`src/rtl/tpis_pkg.sv`:
```
`timescale 1ns / 1ps
package tpis_pkg;

   // Path store geometry
   localparam int MAX_POINTS = 256;
   localparam int IDX_W      = $clog2(MAX_POINTS);
   localparam int CNT_W      = IDX_W + 1;

   // Item codes
   typedef enum logic [1:0] {
      FUNC_CLEAR  = 2'd0,
      FUNC_APPEND = 2'd1,
      FUNC_SAMPLE = 2'd2,
      FUNC_NONE   = 2'd3
   } func_type;

   // Register indexes
   localparam int CSR_IDX_W = 3;
   localparam logic [CSR_IDX_W-1:0] CSR_REBASE_EN = 3'd0;
   localparam logic [CSR_IDX_W-1:0] CSR_ROTATE_EN = 3'd1;
   localparam logic [CSR_IDX_W-1:0] CSR_ANCHOR_X  = 3'd2;
   localparam logic [CSR_IDX_W-1:0] CSR_ANCHOR_Y  = 3'd3;
   localparam logic [CSR_IDX_W-1:0] CSR_ANCHOR_C  = 3'd4;
   localparam logic [CSR_IDX_W-1:0] CSR_ANCHOR_S  = 3'd5;
   localparam int CSR_DATA_W = 32;

   typedef struct packed {
      logic [1:0]         func;
      logic [31:0]        time_stamp;
      logic signed [31:0] pos_x;
      logic signed [31:0] pos_y;
      logic signed [31:0] pos_z;
   } req_type;

   typedef struct packed {
      logic               sample_ok;
      logic signed [31:0] out_x;
      logic signed [31:0] out_y;
      logic signed [31:0] out_z;
      logic               rotation_saturated;
      logic               store_overflowed;
   } rsp_type;

   // One stored path point
   typedef struct packed {
      logic [31:0]        t;
      logic signed [31:0] x;
      logic signed [31:0] y;
      logic signed [31:0] z;
   } point_type;

   // Memory read address choice
   typedef enum logic [2:0] {
      RD_FIRST,
      RD_LAST,
      RD_MID,
      RD_A,
      RD_B
   } rd_sel_type;

   typedef enum logic [3:0] {
      ST_IDLE,
      ST_DECODE,
      ST_CHK_FIRST,
      ST_CHK_LAST,
      ST_SEARCH,
      ST_SRCH_CHK,
      ST_CAP_A,
      ST_CAP_B,
      ST_START,
      ST_MUL,
      ST_DIV,
      ST_CAP_LERP,
      ST_ROT_MUL,
      ST_OUT
   } state_type;

   // Controller to datapath
   typedef struct packed {
      logic       take;
      logic       clr;
      logic       append;
      logic       rd_en;
      rd_sel_type rd_sel;
      logic       cap_rd;
      logic       cap_a;
      logic       cap_b;
      logic       srch_init;
      logic       srch_upd;
      logic       lerp_start;
      logic       lerp_mul;
      logic       lerp_step;
      logic       cap_lerp;
      logic       rot_calc;
      logic       rsp_load;
   } cmd_type;

   // Datapath to controller
   typedef struct packed {
      logic [1:0] func;
      logic       count_zero;
      logic       t_le_rd;
      logic       t_ge_rd;
      logic       rd_gt_t;
      logic       lo_lt_hi;
      logic       div_last;
      logic       rsp_free;
   } sts_type;

endpackage

```
`src/rtl/tpis_ctrl.sv`:
```
`timescale 1ns / 1ps
module tpis_ctrl (
   input  logic              clock,
   input  logic              reset,
   input  logic              req_valid,
   input  tpis_pkg::sts_type sts,
   output tpis_pkg::cmd_type cmd,
   output logic              req_stall
);
   import tpis_pkg::*;

   state_type state_ff, state_in;

   always_ff @(posedge clock) begin
      if (reset) begin
         state_ff <= ST_IDLE;
      end else begin
         state_ff <= state_in;
      end
   end

   // Next state
   always_comb begin
      state_in = state_ff;
      unique case (state_ff)
         ST_IDLE:      if (req_valid) state_in = ST_DECODE;
         ST_DECODE: begin
            if (sts.func == FUNC_SAMPLE && !sts.count_zero) state_in = ST_CHK_FIRST;
            else state_in = ST_IDLE;
         end
         ST_CHK_FIRST: state_in = sts.t_le_rd ? ST_ROT_MUL : ST_CHK_LAST;
         ST_CHK_LAST:  state_in = sts.t_ge_rd ? ST_ROT_MUL : ST_SEARCH;
         ST_SEARCH:    state_in = sts.lo_lt_hi ? ST_SRCH_CHK : ST_CAP_A;
         ST_SRCH_CHK:  state_in = ST_SEARCH;
         ST_CAP_A:     state_in = ST_CAP_B;
         ST_CAP_B:     state_in = ST_START;
         ST_START:     state_in = ST_MUL;
         ST_MUL:       state_in = ST_DIV;
         ST_DIV:       if (sts.div_last) state_in = ST_CAP_LERP;
         ST_CAP_LERP:  state_in = ST_ROT_MUL;
         ST_ROT_MUL:   state_in = ST_OUT;
         ST_OUT:       if (sts.rsp_free) state_in = ST_IDLE;
         default:      state_in = ST_IDLE;
      endcase
   end

   // Commands
   always_comb begin
      cmd = '0;
      cmd.rd_sel = RD_FIRST;
      req_stall = (state_ff != ST_IDLE);
      unique case (state_ff)
         ST_IDLE: cmd.take = req_valid;
         ST_DECODE: begin
            cmd.clr    = (sts.func == FUNC_CLEAR);
            cmd.append = (sts.func == FUNC_APPEND);
            cmd.rd_en  = (sts.func == FUNC_SAMPLE) && !sts.count_zero;
            cmd.rd_sel = RD_FIRST;
         end
         ST_CHK_FIRST: begin
            cmd.cap_rd = sts.t_le_rd;
            cmd.rd_en  = !sts.t_le_rd;
            cmd.rd_sel = RD_LAST;
         end
         ST_CHK_LAST: begin
            cmd.cap_rd    = sts.t_ge_rd;
            cmd.srch_init = !sts.t_ge_rd;
         end
         ST_SEARCH: begin
            cmd.rd_en  = 1'b1;
            cmd.rd_sel = sts.lo_lt_hi ? RD_MID : RD_A;
         end
         ST_SRCH_CHK: cmd.srch_upd = 1'b1;
         ST_CAP_A: begin
            cmd.cap_a  = 1'b1;
            cmd.rd_en  = 1'b1;
            cmd.rd_sel = RD_B;
         end
         ST_CAP_B:    cmd.cap_b = 1'b1;
         ST_START:    cmd.lerp_start = 1'b1;
         ST_MUL:      cmd.lerp_mul = 1'b1;
         ST_DIV:      cmd.lerp_step = 1'b1;
         ST_CAP_LERP: cmd.cap_lerp = 1'b1;
         ST_ROT_MUL:  cmd.rot_calc = 1'b1;
         ST_OUT:      cmd.rsp_load = sts.rsp_free;
         default:     cmd = '0;
      endcase
   end

endmodule

```
`config.mk`:
```
export PLATFORM = sky130hd
export DESIGN_NAME = tpis_ctrl
export DESIGN_NICKNAME = d
export VERILOG_FILES = /design/src/rtl/tpis_pkg.sv /design/src/rtl/tpis_ctrl.sv
export SDC_FILE = /design/constraint.sdc
export NUM_CORES = 1
export LEC_CHECK = 0
export ABC_AREA = 0
export BUFFER_PORTS_ARGS = -buffer_cell sky130_fd_sc_hd__buf_2
export CORE_AREA = 8 8 45 47
export CTS_BUF_LIST = sky130_fd_sc_hd__clkbuf_4
export CTS_CLUSTER_DIAMETER = 40
export DETAILED_ROUTE_END_ITERATION = 12
export DIE_AREA = 0 0 53 55
export PLACE_DENSITY_LB_ADDON = 0.15
export SLEW_MARGIN = 20
export SYNTH_ARGS = -nofsm -noshare
export SYNTH_HDL_FRONTEND = slang
export SYNTH_SLANG_ARGS = --single-unit
```
`constraint.sdc`:
```
create_clock -name clock -period 1.6 [get_ports clock]
set_clock_uncertainty 0.15 [all_clocks]
set_input_delay 0.32 -clock clock [delete_from_list [all_inputs] [get_ports clock]]
set_output_delay 0.32 -clock clock [all_outputs]
set_load 0.02 [all_outputs]
```
# After elaboration in Yosys (flattened, before gate mapping)
# Cells that the tools add are included.
[word_totals]
ff_bits = 4
elab_cells = 50
[op_classes]
eq_ne = 18
muxes = 23
n_reduce_logical = 8
[ops]
columns = ["cell", "n"]
rows = [
  ["one-hot mux 4 bit (14 select lines)", 1],
  ["equality test 4 bit, second input constant", 6],
  ["2-to-1 mux 4 bit", 5],
  ["equality test 4 x 3 -> 1 bit, second input constant", 4],
  ["one-hot mux 4 bit (4 select lines)", 1],
  ["2-to-1 mux 1 bit", 12],
  ["equality test 4 x 2 -> 1 bit, second input constant", 2],
  ["2-to-1 mux 2 bit", 3],
  ["inequality test 2 bit, second input constant", 3],
  ["equality test 4 x 1 -> 1 bit, second input constant", 1],
  ["zero test 4 bit", 1],
  ["nonzero test 4 bit", 1],
  ["zero test 1 bit", 3],
  ["AND reduction 3 bit", 1],
  ["equality test 2 x 1 -> 1 bit, second input constant", 1],
  ["equality test 2 bit, second input constant", 1],
  ["zero test 2 bit", 1],
  ["one-hot mux 1 bit (2 select lines)", 1],
  ["logical AND 1 bit", 1],
]

# Longest topological paths before layout
# Gate-level depths: netlist of run 1.
[logic_depth]
word_depth = 4
mapped_depth = 5

# Worst setup path after synthesis of run 1
# No wires, ideal clock.
[synth_path]
path_kind = "flip-flop to output port"
startpoint = "register state_ff[1]"
endpoint = "output cmd[13] (netlist name)"
arrival_ps = 1431
slack_ps = -301
path_stages_with_launch = 5
path_buffers = 2
path_cell_list = "dfxtp_1 > buf_2 > nand2_1 > nor3_1 > buf_4"
[synth_rtl]
columns = ["item", "line_no", "source"]
rows = [
  ["start: declaration", "tpis_ctrl.sv:12", "state_type state_ff, state_in;"],
  ["start signal: assignment", "tpis_ctrl.sv:18", "state_ff <= state_in;"],
  ["end: declaration", "tpis_ctrl.sv:7", "output tpis_pkg::cmd_type cmd,"],
]

==> metrics.yaml, run 1 <==
core_region_area_sq_mm: 0.001384
dp_hpwl_um: 1366
irDropWorstVdd_mv: 0.4398
yosys.area_share.simple: 0.4275
synth_largest_area_cell: "dfxtp_1"
die_area_sq_mm: 0.002915
synthAdderAreaFrac: 0
port_buffers: 29
hold_start: "reset"
synth_top_area_frac: 0.1572
yosys.area_share.xor_xnor: 0.01720
wl_per_cell_um: 18.20
r2r_setup_slack_ps: -20
async_reset_ff_frac: 0
ant_nets: 0
ios: 31
routabilityCongestion: 0.8410
dr.pass1.iters: 4
dpl_cell_area_sq_um: 777.0
ys.flop_type: "dfxtp_1"
report.final.slew_viol_count: 0
use_met3: 0.02139
die_height_um: 55
top_regs: "state_ff x4"
dp_cells: 129
ctsHoldBuffers: 0
vias: 789
viasPerCell: 5.636
leakage_uw: 0.0005041
grt_max_degree: 13
synth_compound_area_frac: 0.2629
die_w_um: 53
timing_worst_setup_path_type: "reg -> out"
synth.most_common_cell: "nor2_1"
crit_start: "state_ff[1]$_SDFFE_PP0P_"
tightest_slew_ps: 293.4
fmax_ghz: 0.5475
top_usage_layer: "met2"
setup.worst_path.start_class: "register"
hold_viol_final: 0
grt_pass1_wl_um: 3463
seq_area_frac_synth: 0.1572
drv_cap: 0
h-tree-depth: 1
grt_pass1_vias: 767
violations: "setup timing"
overflow: 0
fillerInstances: 79
min_period_ps: 1827
stdcell_count: 140
p_per_area_mw_per_mm2: 413.8
drive_gt1_frac: 0.7258
antenna_found_initial: 0
setup_slack_ps: -226.6
path_max_fanout: 6
finalWirelength_um: 2548
fin_nets: 138
synthMuxAreaShare: 0.01966
rsz0062_at_grt: "true"
grt_use_total: 0.1540
end_kind: "primary output"
syn_to_final_growth_pct: 127.3
hold_path.class: "in -> reg"
cts_tree: "built"
start_util: 0.3680
syn-num-nets: 87
row_count: 14
status: "finished with violations"
r2r_start: "state_ff[0]$_SDFFE_PP0P_"
insertion_delay_ps: 230
yosys_warnings: 0
multi_input_area_sq_um: 539.3
synth_top_family_by_area: "simple AND/OR/NAND/NOR gates"
setup_viol: 18
synth_area_sq_um: 509.2
synth.area.top_cells: "dfxtp_1 16%, nor3_1 8.8%, nor2_1 8.1%"
cts_root_buf: "clkbuf_4"
largest-register: "state_ff"
ys_top_cells_by_count: "11 x nor2_1, 9 x nor3_1, 5 x buf_2"
grtUsageMet2: 0.2734
met1_usage: 0.1775
synth-edff-count: 0
required_ps: 1130
yosysUniqueCellTypes: 31
clk_transition_reported_paths_ps: 30
ff_latch_area_sq_um: 92.59
relSlewSlack: 0.8031
syn_avg_cell_area_sq_um: 6.790
synthCells: 75
cts.sinks: 4
fin_area_sq_mm: 0.001157
synth_seq_cells: 4
cts_buffers: 3
num_antenna_cells: 0
crit_arrival_ps: 1360
final.period_utilization: 1.142
drt_iter0_markers: 19
cts_buffer_depth: 2
remaining_drc_errors: 0
largest_reg_flops: 4
[logic make-up (layout without fill, tap and decap cells)]
logic type / after synthesis / count (layout)
and+or+nand+nor: 38 / 38
AOI/OAI and AO/OA: 20 / 20
DFF: 4 / 4
buffers and inverters: 11 / 60
xor gates and xnor gates: 1 / 1
muxes: 1 / 1
[critical path, stage by stage, from the launching register on]
cell and delay (ps):
dfxtp_4 400, inv_1 90, o21ai_1 180, nand2b_1 110, a21oi_1 170, buf_4 170
[power by group]
part           switching, uW  internal, uW
Clock                   33.7          83.3
Sequential              8.90           103
Combinational            118           132
Total                    160           319
[metrics by stage]
| stage | utilization | power (uW) | TNS, ps | hold WS, ps | setup WS, ps |
|---|---|---|---|---|---|
| finish | 0.8363 | 478.9 | -1150 | 167.8 | -226.6 |
| global route | 0.8363 | 505.3 | -2074 | 173.4 | -260.5 |
| CTS | 0.7477 | 453.2 | -935.9 | 166.1 | -123.7 |
| detailed placement | 0.5615 | 256.6 | -246.0 | 408.0 | -84.24 |
| global placement | 0.5615 | 255.8 | -216.3 | 408.4 | -44.30 |
| floorplan | - | 197.6 | -93.56 | 242.4 | -86.25 |
[layout by cell type (no fill, tap or decap), drive strengths merged]
cell     synthesis  layout
a211o            1       1
a211oi           1       1
a21oi            4       4
a221oi           2       2
a31o             1       1
and2             1       1
and3             1       1
and3b            1       1
buf              7      52
bufbuf           0       1
clkbuf           0       3
dfxtp            4       4
inv              4       4
mux2i            1       1
nand2            3       3
nand2b           6       6
nand3            2       2
nor2            11      11
nor3            10      10
nor3b            2       2
o21a             1       1
o21ai            6       6
o22ai            2       2
o2bb2ai          1       1
o32ai            1       1
or4              1       1
xnor2            1       1
[metal layers]
metal,wire length (um),share of wire
met1,955,0.37
met2,1362,0.53
met3,207,0.081
met4,23,0.0090
met5,0,0
[cell type report]
type,count,area share
well taps,16,0.01730
clock buffers,3,0.01946
multi-input cells,60,0.4659
repair buffers,53,0.4043
flip-flops and latches,4,0.08000
inverters,4,0.01297
[worst paths after layout]
| kind | end | depth (start not counted) |
|---|---|---|
| worst min-delay path | state_ff[1]$_SDFFE_PP0P_ | 2 |
| worst max-delay path | cmd[14] | 5 |
| worst max register to register | state_ff[3]$_SDFFE_PP0P_ | 6 |
| worst min register to register | state_ff[2]$_SDFFE_PP0P_ | 2 |
[repair_timing]
item,CTS,global route
buffers inserted,5,2
endpoints found under the setup margin,20,22
pin swaps,5,4
cloned,1,0
gates resized for setup,51,28
(Power assumes the default switching activity.)
==> inputs of run 2 (changes only) <==
--- a/config.mk
+++ b/config.mk
@@ -7,11 +7,10 @@
 export LEC_CHECK = 0
 export ABC_AREA = 0
 export BUFFER_PORTS_ARGS = -buffer_cell sky130_fd_sc_hd__buf_2
-export CORE_AREA = 8 8 45 47
-export CTS_BUF_LIST = sky130_fd_sc_hd__clkbuf_4
+export CORE_AREA = 8 8 47 49
 export CTS_CLUSTER_DIAMETER = 40
 export DETAILED_ROUTE_END_ITERATION = 12
-export DIE_AREA = 0 0 53 55
+export DIE_AREA = 0 0 55 57
 export PLACE_DENSITY_LB_ADDON = 0.15
 export SLEW_MARGIN = 20
 export SYNTH_ARGS = -nofsm -noshare
==> constraint.sdc (replaced) <==
create_clock -name clock -period 1.65 [get_ports clock]
set_clock_uncertainty 0.15 [all_clocks]
set_input_delay 0.33 -clock clock [delete_from_list [all_inputs] [get_ports clock]]
set_output_delay 0.33 -clock clock [all_outputs]
set_load 0.02 [all_outputs]
==> metrics.yaml, run 2 (synthesized netlist as in run 1, its figures left out) <==
path_depth: 5  # unchanged
largest_reg_flops: 4  # unchanged
mostFrequentLayoutCell: "buf_4"  # unchanged
r2r_setup_slack_ps: 160  # was -20 ps
overflow: 0  # unchanged
violations: "setup timing"  # unchanged
die_area_sq_mm: 0.003135  # was 0.002915 sq mm
start_util: 0.3230  # was 0.3680
cts_tree: "built"  # unchanged
cts.sinks: 4  # unchanged
grt_max_degree: 11  # was 13
worst_r2r_path_depth: 7  # was 6
hold_viol_final: 0  # unchanged
timing.rr.end: "state_ff[3]$_SDFFE_PP0P_"  # unchanged
multi_input_area_sq_um: 479.2  # was 539.3 sq um
cts_buffer_depth: 2  # unchanged
irDropWorstVdd_mv: 0.3733  # was 0.4398 mV
tightest_slew_ps: 282.6  # was 293.4 ps
rsz0062_at_grt: "true"  # unchanged
timing_worst_setup_path_type: "reg -> out"  # unchanged
r2r_start: "state_ff[1]$_SDFFE_PP0P_"  # was state_ff[0]$_SDFFE_PP0P_
crit_buf_inv: 3  # was 2
fillerInstances: 152  # was 79
h-tree-depth: 1  # unchanged
min_to: "state_ff[1]$_SDFFE_PP0P_"  # unchanged
setup_viol: 3  # was 18
core_region_area_sq_mm: 0.001577  # was 0.001384 sq mm
hold_start: "reset"  # unchanged
largest-register: "state_ff"  # unchanged
insertion_delay_ps: 230  # about the same
grt_use_total: 0.1118  # was 0.1540
final.period_utilization: 1.012
setup_slack_ps: -19.38  # was -226.6 ps
antenna_found_initial: 0  # unchanged
dr.pass1.iters: 4  # unchanged
setup.worst_path.start_class: "register"  # unchanged
hold_slack_ps: 178.6  # was 167.8 ps
fin_util: 0.6413  # was 0.8363
drt_iter0_markers: 5  # was 19
grt_pass1_vias: 703  # was 767
dp_hpwl_um: 1433  # was 1366 um
required_ps: 1170  # was 1130 ps
wl_per_cell_um: 14.37  # was 18.20 um
port_buffers: 29  # unchanged
end_kind: "primary output"  # unchanged
p_per_area_mw_per_mm2: 413.9  # was 413.8 mW/mm^2
crit_arrival_ps: 1190  # was 1360 ps
report.final.slew_viol_count: 0  # unchanged
fin_nets: 133  # was 138
num_antenna_cells: 0  # unchanged
drv_cap: 0  # unchanged
grt_pass1_wl_um: 2842  # was 3463 um
routabilityCongestion: 0.8279  # was 0.8410
clk_transition_reported_paths_ps: 40  # was 30 ps
crit_top_cell: "buf_6"
status: "finished with violations"  # unchanged
hold_path.class: "in -> reg"  # unchanged
slowest_stage: "dfxtp_4"  # unchanged
finalWirelength_um: 1954  # was 2548 um
cp_slowest_stage_delay_ps: 400  # about the same
path_max_fanout: 6  # unchanged
die_height_um: 57  # was 55 um
drive_gt1_frac: 0.6723  # was 0.7258
ios: 31  # unchanged
die_w_um: 55  # was 53 um
final_cell_mix: "22 x buf_4, 13 x buf_2, 12 x buf_6"  # was 21 x buf_4, 18 x buf_6, 12 x buf_2
row_count: 15  # was 14
top_regs: "state_ff x4"  # unchanged
cts_buffers: 3  # unchanged
fmax_ghz: 0.5990
remaining_drc_errors: 0  # unchanged
ff_latch_area_sq_um: 92.59  # unchanged
crit_family: "flip-flops"  # unchanged
crit_start: "state_ff[1]$_SDFFE_PP0P_"  # unchanged
leakage_uw: 0.0004599  # was 0.0005041 uW
hold_depth: 2  # unchanged
syn_to_final_growth_pct: 98.53  # was 127.3%
ant_nets: 0  # unchanged
relSlewSlack: 0.8112  # was 0.8031
vias: 732  # was 789
min_period_ps: 1669
path_cells: "buf_6 -> nand2b_4 -> buf_6 -> nor2_2 -> buf_4"  # was inv_1 -> o21ai_1 -> nand2b_1 -> a21oi_1 -> buf_4
cts_root_buf: "clkbuf_4"  # unchanged
viasPerCell: 5.382  # was 5.636
==> run 2: per-stage QoR <==
stage               instance area [sq um]  setup slack [ps]  setup TNS, ps  power (uW)  instances
finish                               1011            -19.38         -42.13       418.4        136
global route                         1011            -102.4         -850.1       447.5        136
CTS                                 895.9            -83.76         -289.9       409.4        134
detailed placement                  764.5             4.300              0       255.4        129
global placement                    764.5             16.21              0       255.0        129
floorplan                           529.3            -46.25         -46.25       189.7         75
==> run 2: how the worst max path moves through the flow <==
| stage | slack [ps] | to |
|---|---|---|
| floorplan | -50 | cmd[13] |
| global placement | 20 | cmd[16] |
| detailed placement | 4 | cmd[14] |
| CTS | -80 | cmd[16] |
| global route | -100 | cmd[16] |
| finish | -20 | cmd[3] |
==> run 2: cell type report <==
type,instances,share of cell area
multi-input combinational,60,0.4740
timing repair buffer,48,0.3762
sequential,4,0.09158
clock buffer,3,0.02228
tap,17,0.02104
inverter,4,0.01485
==> run 2: what timing repair did <==
| action | in CTS | in global routing |
|---|---|---|
| setup buffers | 2 | 3 |
| gates cloned | 0 | 0 |
| hold buffers | 0 | 0 |
| pin swaps | 1 | 6 |
| endpoints found under the setup margin | 17 | 17 |
| gates resized for setup | 30 | 32 |
==> run 2: routing by layer <==
metal	part of all wire	up-vias	track usage
met5	0	-	0
met1	0.39	346	0.1222
li1	-	359	-
met3	0.070	2	0.02857
met4	0.0072	0	0.03093
met2	0.53	25	0.1994
==> run 2: report_power, final <==
| group | internal [uW] | total [uW] | switching [uW] |
|---|---|---|---|
| clock network | 81.6 | 125 | 43.3 |
| logic | 92.2 | 185 | 93.0 |
| registers | 99.4 | 108 | 8.88 |
| total | 273 | 418 | 145 |
==> inputs of run 3 (changes only) <==
--- a/config.mk
+++ b/config.mk
@@ -7,10 +7,10 @@
 export LEC_CHECK = 0
 export ABC_AREA = 0
 export BUFFER_PORTS_ARGS = -buffer_cell sky130_fd_sc_hd__buf_2
-export CORE_AREA = 8 8 47 49
+export CORE_AREA = 2 2 41 43
 export CTS_CLUSTER_DIAMETER = 40
 export DETAILED_ROUTE_END_ITERATION = 12
-export DIE_AREA = 0 0 55 57
+export DIE_AREA = 0 0 43 45
 export PLACE_DENSITY_LB_ADDON = 0.15
 export SLEW_MARGIN = 20
 export SYNTH_ARGS = -nofsm -noshare
==> metrics.yaml, run 3 (synthesized netlist as in run 1, its figures left out) <==
overflow: 0  # unchanged
num_antenna_cells: 0  # unchanged
met1_usage: 0.2287  # was 0.1222
fmax_ghz: 0.5717  # was 0.5990 GHz
final.period_utilization: 1.060  # was 1.012
vias: 724  # was 732
ctsHoldBuffers: 0  # unchanged
core_region_area_sq_mm: 0.001471  # was 0.001577 sq mm
dr.pass1.iters: 4  # unchanged
p_per_area_mw_per_mm2: 419.9  # was 413.9 mW/mm^2
wl_per_cell_um: 12.79  # was 14.37 um
hold_viol_final: 0  # unchanged
violations: "setup timing"  # unchanged
switchingPower_uw: 138.1  # was 145.2 uW
syn_to_final_growth_pct: 96.07  # was 98.53%
cts_tree: "built"  # unchanged
hold_path.class: "in -> reg"  # unchanged
cp_slowest_stage_delay_ps: 370  # was 400 ps
setup_viol: 7  # was 3
antenna_found_initial: 0  # unchanged
remaining_drc_errors: 0  # unchanged
dp_hpwl_um: 1187  # was 1433 um
rsz0062_at_grt: "true"  # unchanged
slowest_stage: "nor3b_1"  # was dfxtp_4
grt_use_total: 0.1780  # was 0.1118
h-tree-depth: 1  # unchanged
clk_transition_reported_paths_ps: 30  # was 40 ps
tightest_slew_ps: 400.3  # was 282.6 ps
fin_nets: 136  # was 133
hold_depth: 2  # unchanged
largest_reg_flops: 4  # unchanged
final_cell_mix: "30 x buf_4, 14 x buf_2, 8 x nor2_1"  # was 22 x buf_4, 13 x buf_2, 12 x buf_6
total_power_uw: 419.3  # was 418.4 uW
cts_root_buf: "clkbuf_4"  # unchanged
use_met3: 0.05200  # was 0.02857
end_kind: "primary output"  # unchanged
drive_gt1_frac: 0.6557  # was 0.6723
p_clk_frac: 0.281  # was 0.299
min_period_ps: 1749  # was 1669 ps
hold_start: "reset"  # unchanged
status: "finished with violations"  # unchanged
top_regs: "state_ff x4"  # unchanged
crit_family: "simple AND/OR/NAND/NOR gates"  # was flip-flops
row_count: 14  # was 15
grt_pass1_vias: 636  # was 703
viasPerCell: 5.246  # was 5.382
ios: 31  # unchanged
setup_slack_ps: -99.18  # was -19.38 ps
die_area_sq_mm: 0.001935  # was 0.003135 sq mm
path_cells: "buf_2 -> nor3b_1 -> nand3_2 -> a21oi_2 -> buf_4"  # was buf_6 -> nand2b_4 -> buf_6 -> nor2_2 -> buf_4
finalWirelength_um: 1765  # was 1954 um
cts_buffers: 3  # unchanged
die_height_um: 45  # was 57 um
start_util: 0.3461  # was 0.3230
report.final.slew_viol_count: 0  # unchanged
timing_worst_setup_path_type: "in -> out"  # was reg -> out
relSlewSlack: 0.7326  # was 0.8112
seq_power_share: 0.257  # was 0.259
routabilityCongestion: 0.7960  # was 0.8279
r2r_setup_slack_ps: 200  # was 160 ps
internal-power_uw: 281.2  # was 273.2 uW
ant_nets: 0  # unchanged
leakage_uw: 0.0004526  # was 0.0004599 uW
irDropWorstVdd_mv: 0.3252  # was 0.3733 mV
die_w_um: 43  # was 55 um
port_buffers: 29  # unchanged
crit_arrival_ps: 1270  # was 1190 ps
min_to: "state_ff[1]$_SDFFE_PP0P_"  # unchanged
required_ps: 1170  # about the same
mostFrequentLayoutCell: "buf_4"  # unchanged
grt_max_degree: 13  # was 11
fin_util: 0.6786  # was 0.6413
setup.worst_path.start_class: "input port"  # was register
drv_cap: 0  # unchanged
drt_iter0_markers: 40  # was 5
timing.rr.end: "state_ff[0]$_SDFFE_PP0P_"  # was state_ff[3]$_SDFFE_PP0P_
largest-register: "state_ff"  # unchanged
cts.sinks: 4  # unchanged
swShare: 0.3293  # was 0.3470
worst_r2r_path_depth: 4  # was 7
top_usage_layer: "met2"  # unchanged
r2r_start: "state_ff[1]$_SDFFE_PP0P_"  # unchanged
grtUsageMet2: 0.3030  # was 0.1994
insertion_delay_ps: 230  # about the same
cts_buffer_depth: 2  # unchanged
combPwrFrac: 0.462  # was 0.443
path_max_fanout: 2  # was 6
crit_buf_inv: 2  # was 3
grt_pass1_wl_um: 2677  # was 2842 um
## run 3: cell count changes in the layout (fill, tap and decap cells not counted), sizes merged
| cell | previous run | this run |
|---|---|---|
| buf | 48 | 51 |
## run 3: per-stage QoR
stage | instance area (sq um) | setup slack, ps | instances | hold WS, ps | setup TNS [ps]
floorplan | 529.3 | -46.25 | 75 | 252.4 | -46.25
global placement | 755.7 | -12.25 | 127 | 418.4 | -12.25
detailed placement | 755.7 | -7.492 | 127 | 423.6 | -17.01
CTS | 927.1 | -62.63 | 136 | 164.2 | -291.0
global route | 998.5 | -141.5 | 138 | 183.8 | -860.8
finish | 998.5 | -99.18 | 138 | 179.6 | -204.4
## run 3: how the worst max path moves through the flow
| stage | start | end | cells past startpoint |
|---|---|---|---|
| 2_1_floorplan | state_ff[1]$_SDFFE_PP0P_ | cmd[13] | 4 |
| 3_3_place_gp | state_ff[1]$_SDFFE_PP0P_ | cmd[14] | 5 |
| 3_5_place_dp | state_ff[2]$_SDFFE_PP0P_ | cmd[13] | 4 |
| 4_1_cts | state_ff[3]$_SDFFE_PP0P_ | cmd[16] | 4 |
| 5_1_grt | state_ff[2]$_SDFFE_PP0P_ | cmd[14] | 5 |
| 6_report | sts[7] | cmd[14] | 5 |
## run 3: power by group through the flow
stage               Sequential (uW)  Clock (uW)  Combinational (uW)
detailed placement              108           0                 136
floorplan                       104           0                85.3
global route                    108         135                 208
global placement                108           0                 135
finish                          108         118                 194
CTS                             108         126                 175
## run 3: routing by layer
metal,vias to the layer above,wire (um),part of all wire
met3,2,100,0.057
met4,0,21,0.012
met2,28,857,0.49
li1,363,-,-
met5,-,0,0
met1,331,785,0.44
## run 3: worst reg2reg max path: stages, from the launching register on
cell	delay [ps]
dfxtp_4	370
nand2b_4	180
buf_4	150
or4_4	470
o21ai_2	70
## run 3: area by class of cell
cell class	count	area, sq um
Inverter	4	15.01
Tap cell	16	20.02
Timing Repair Buffer	51	382.9
Multi-Input combinational cell	60	465.4
Fill cell	122	473.0
Sequential cell	4	92.59
Clock buffer	3	22.52
## run 3: timing repair
item,CTS,global route
pin swaps,4,4
resized for setup,33,16
setup buffers,6,2
setup endpoints to repair,19,19
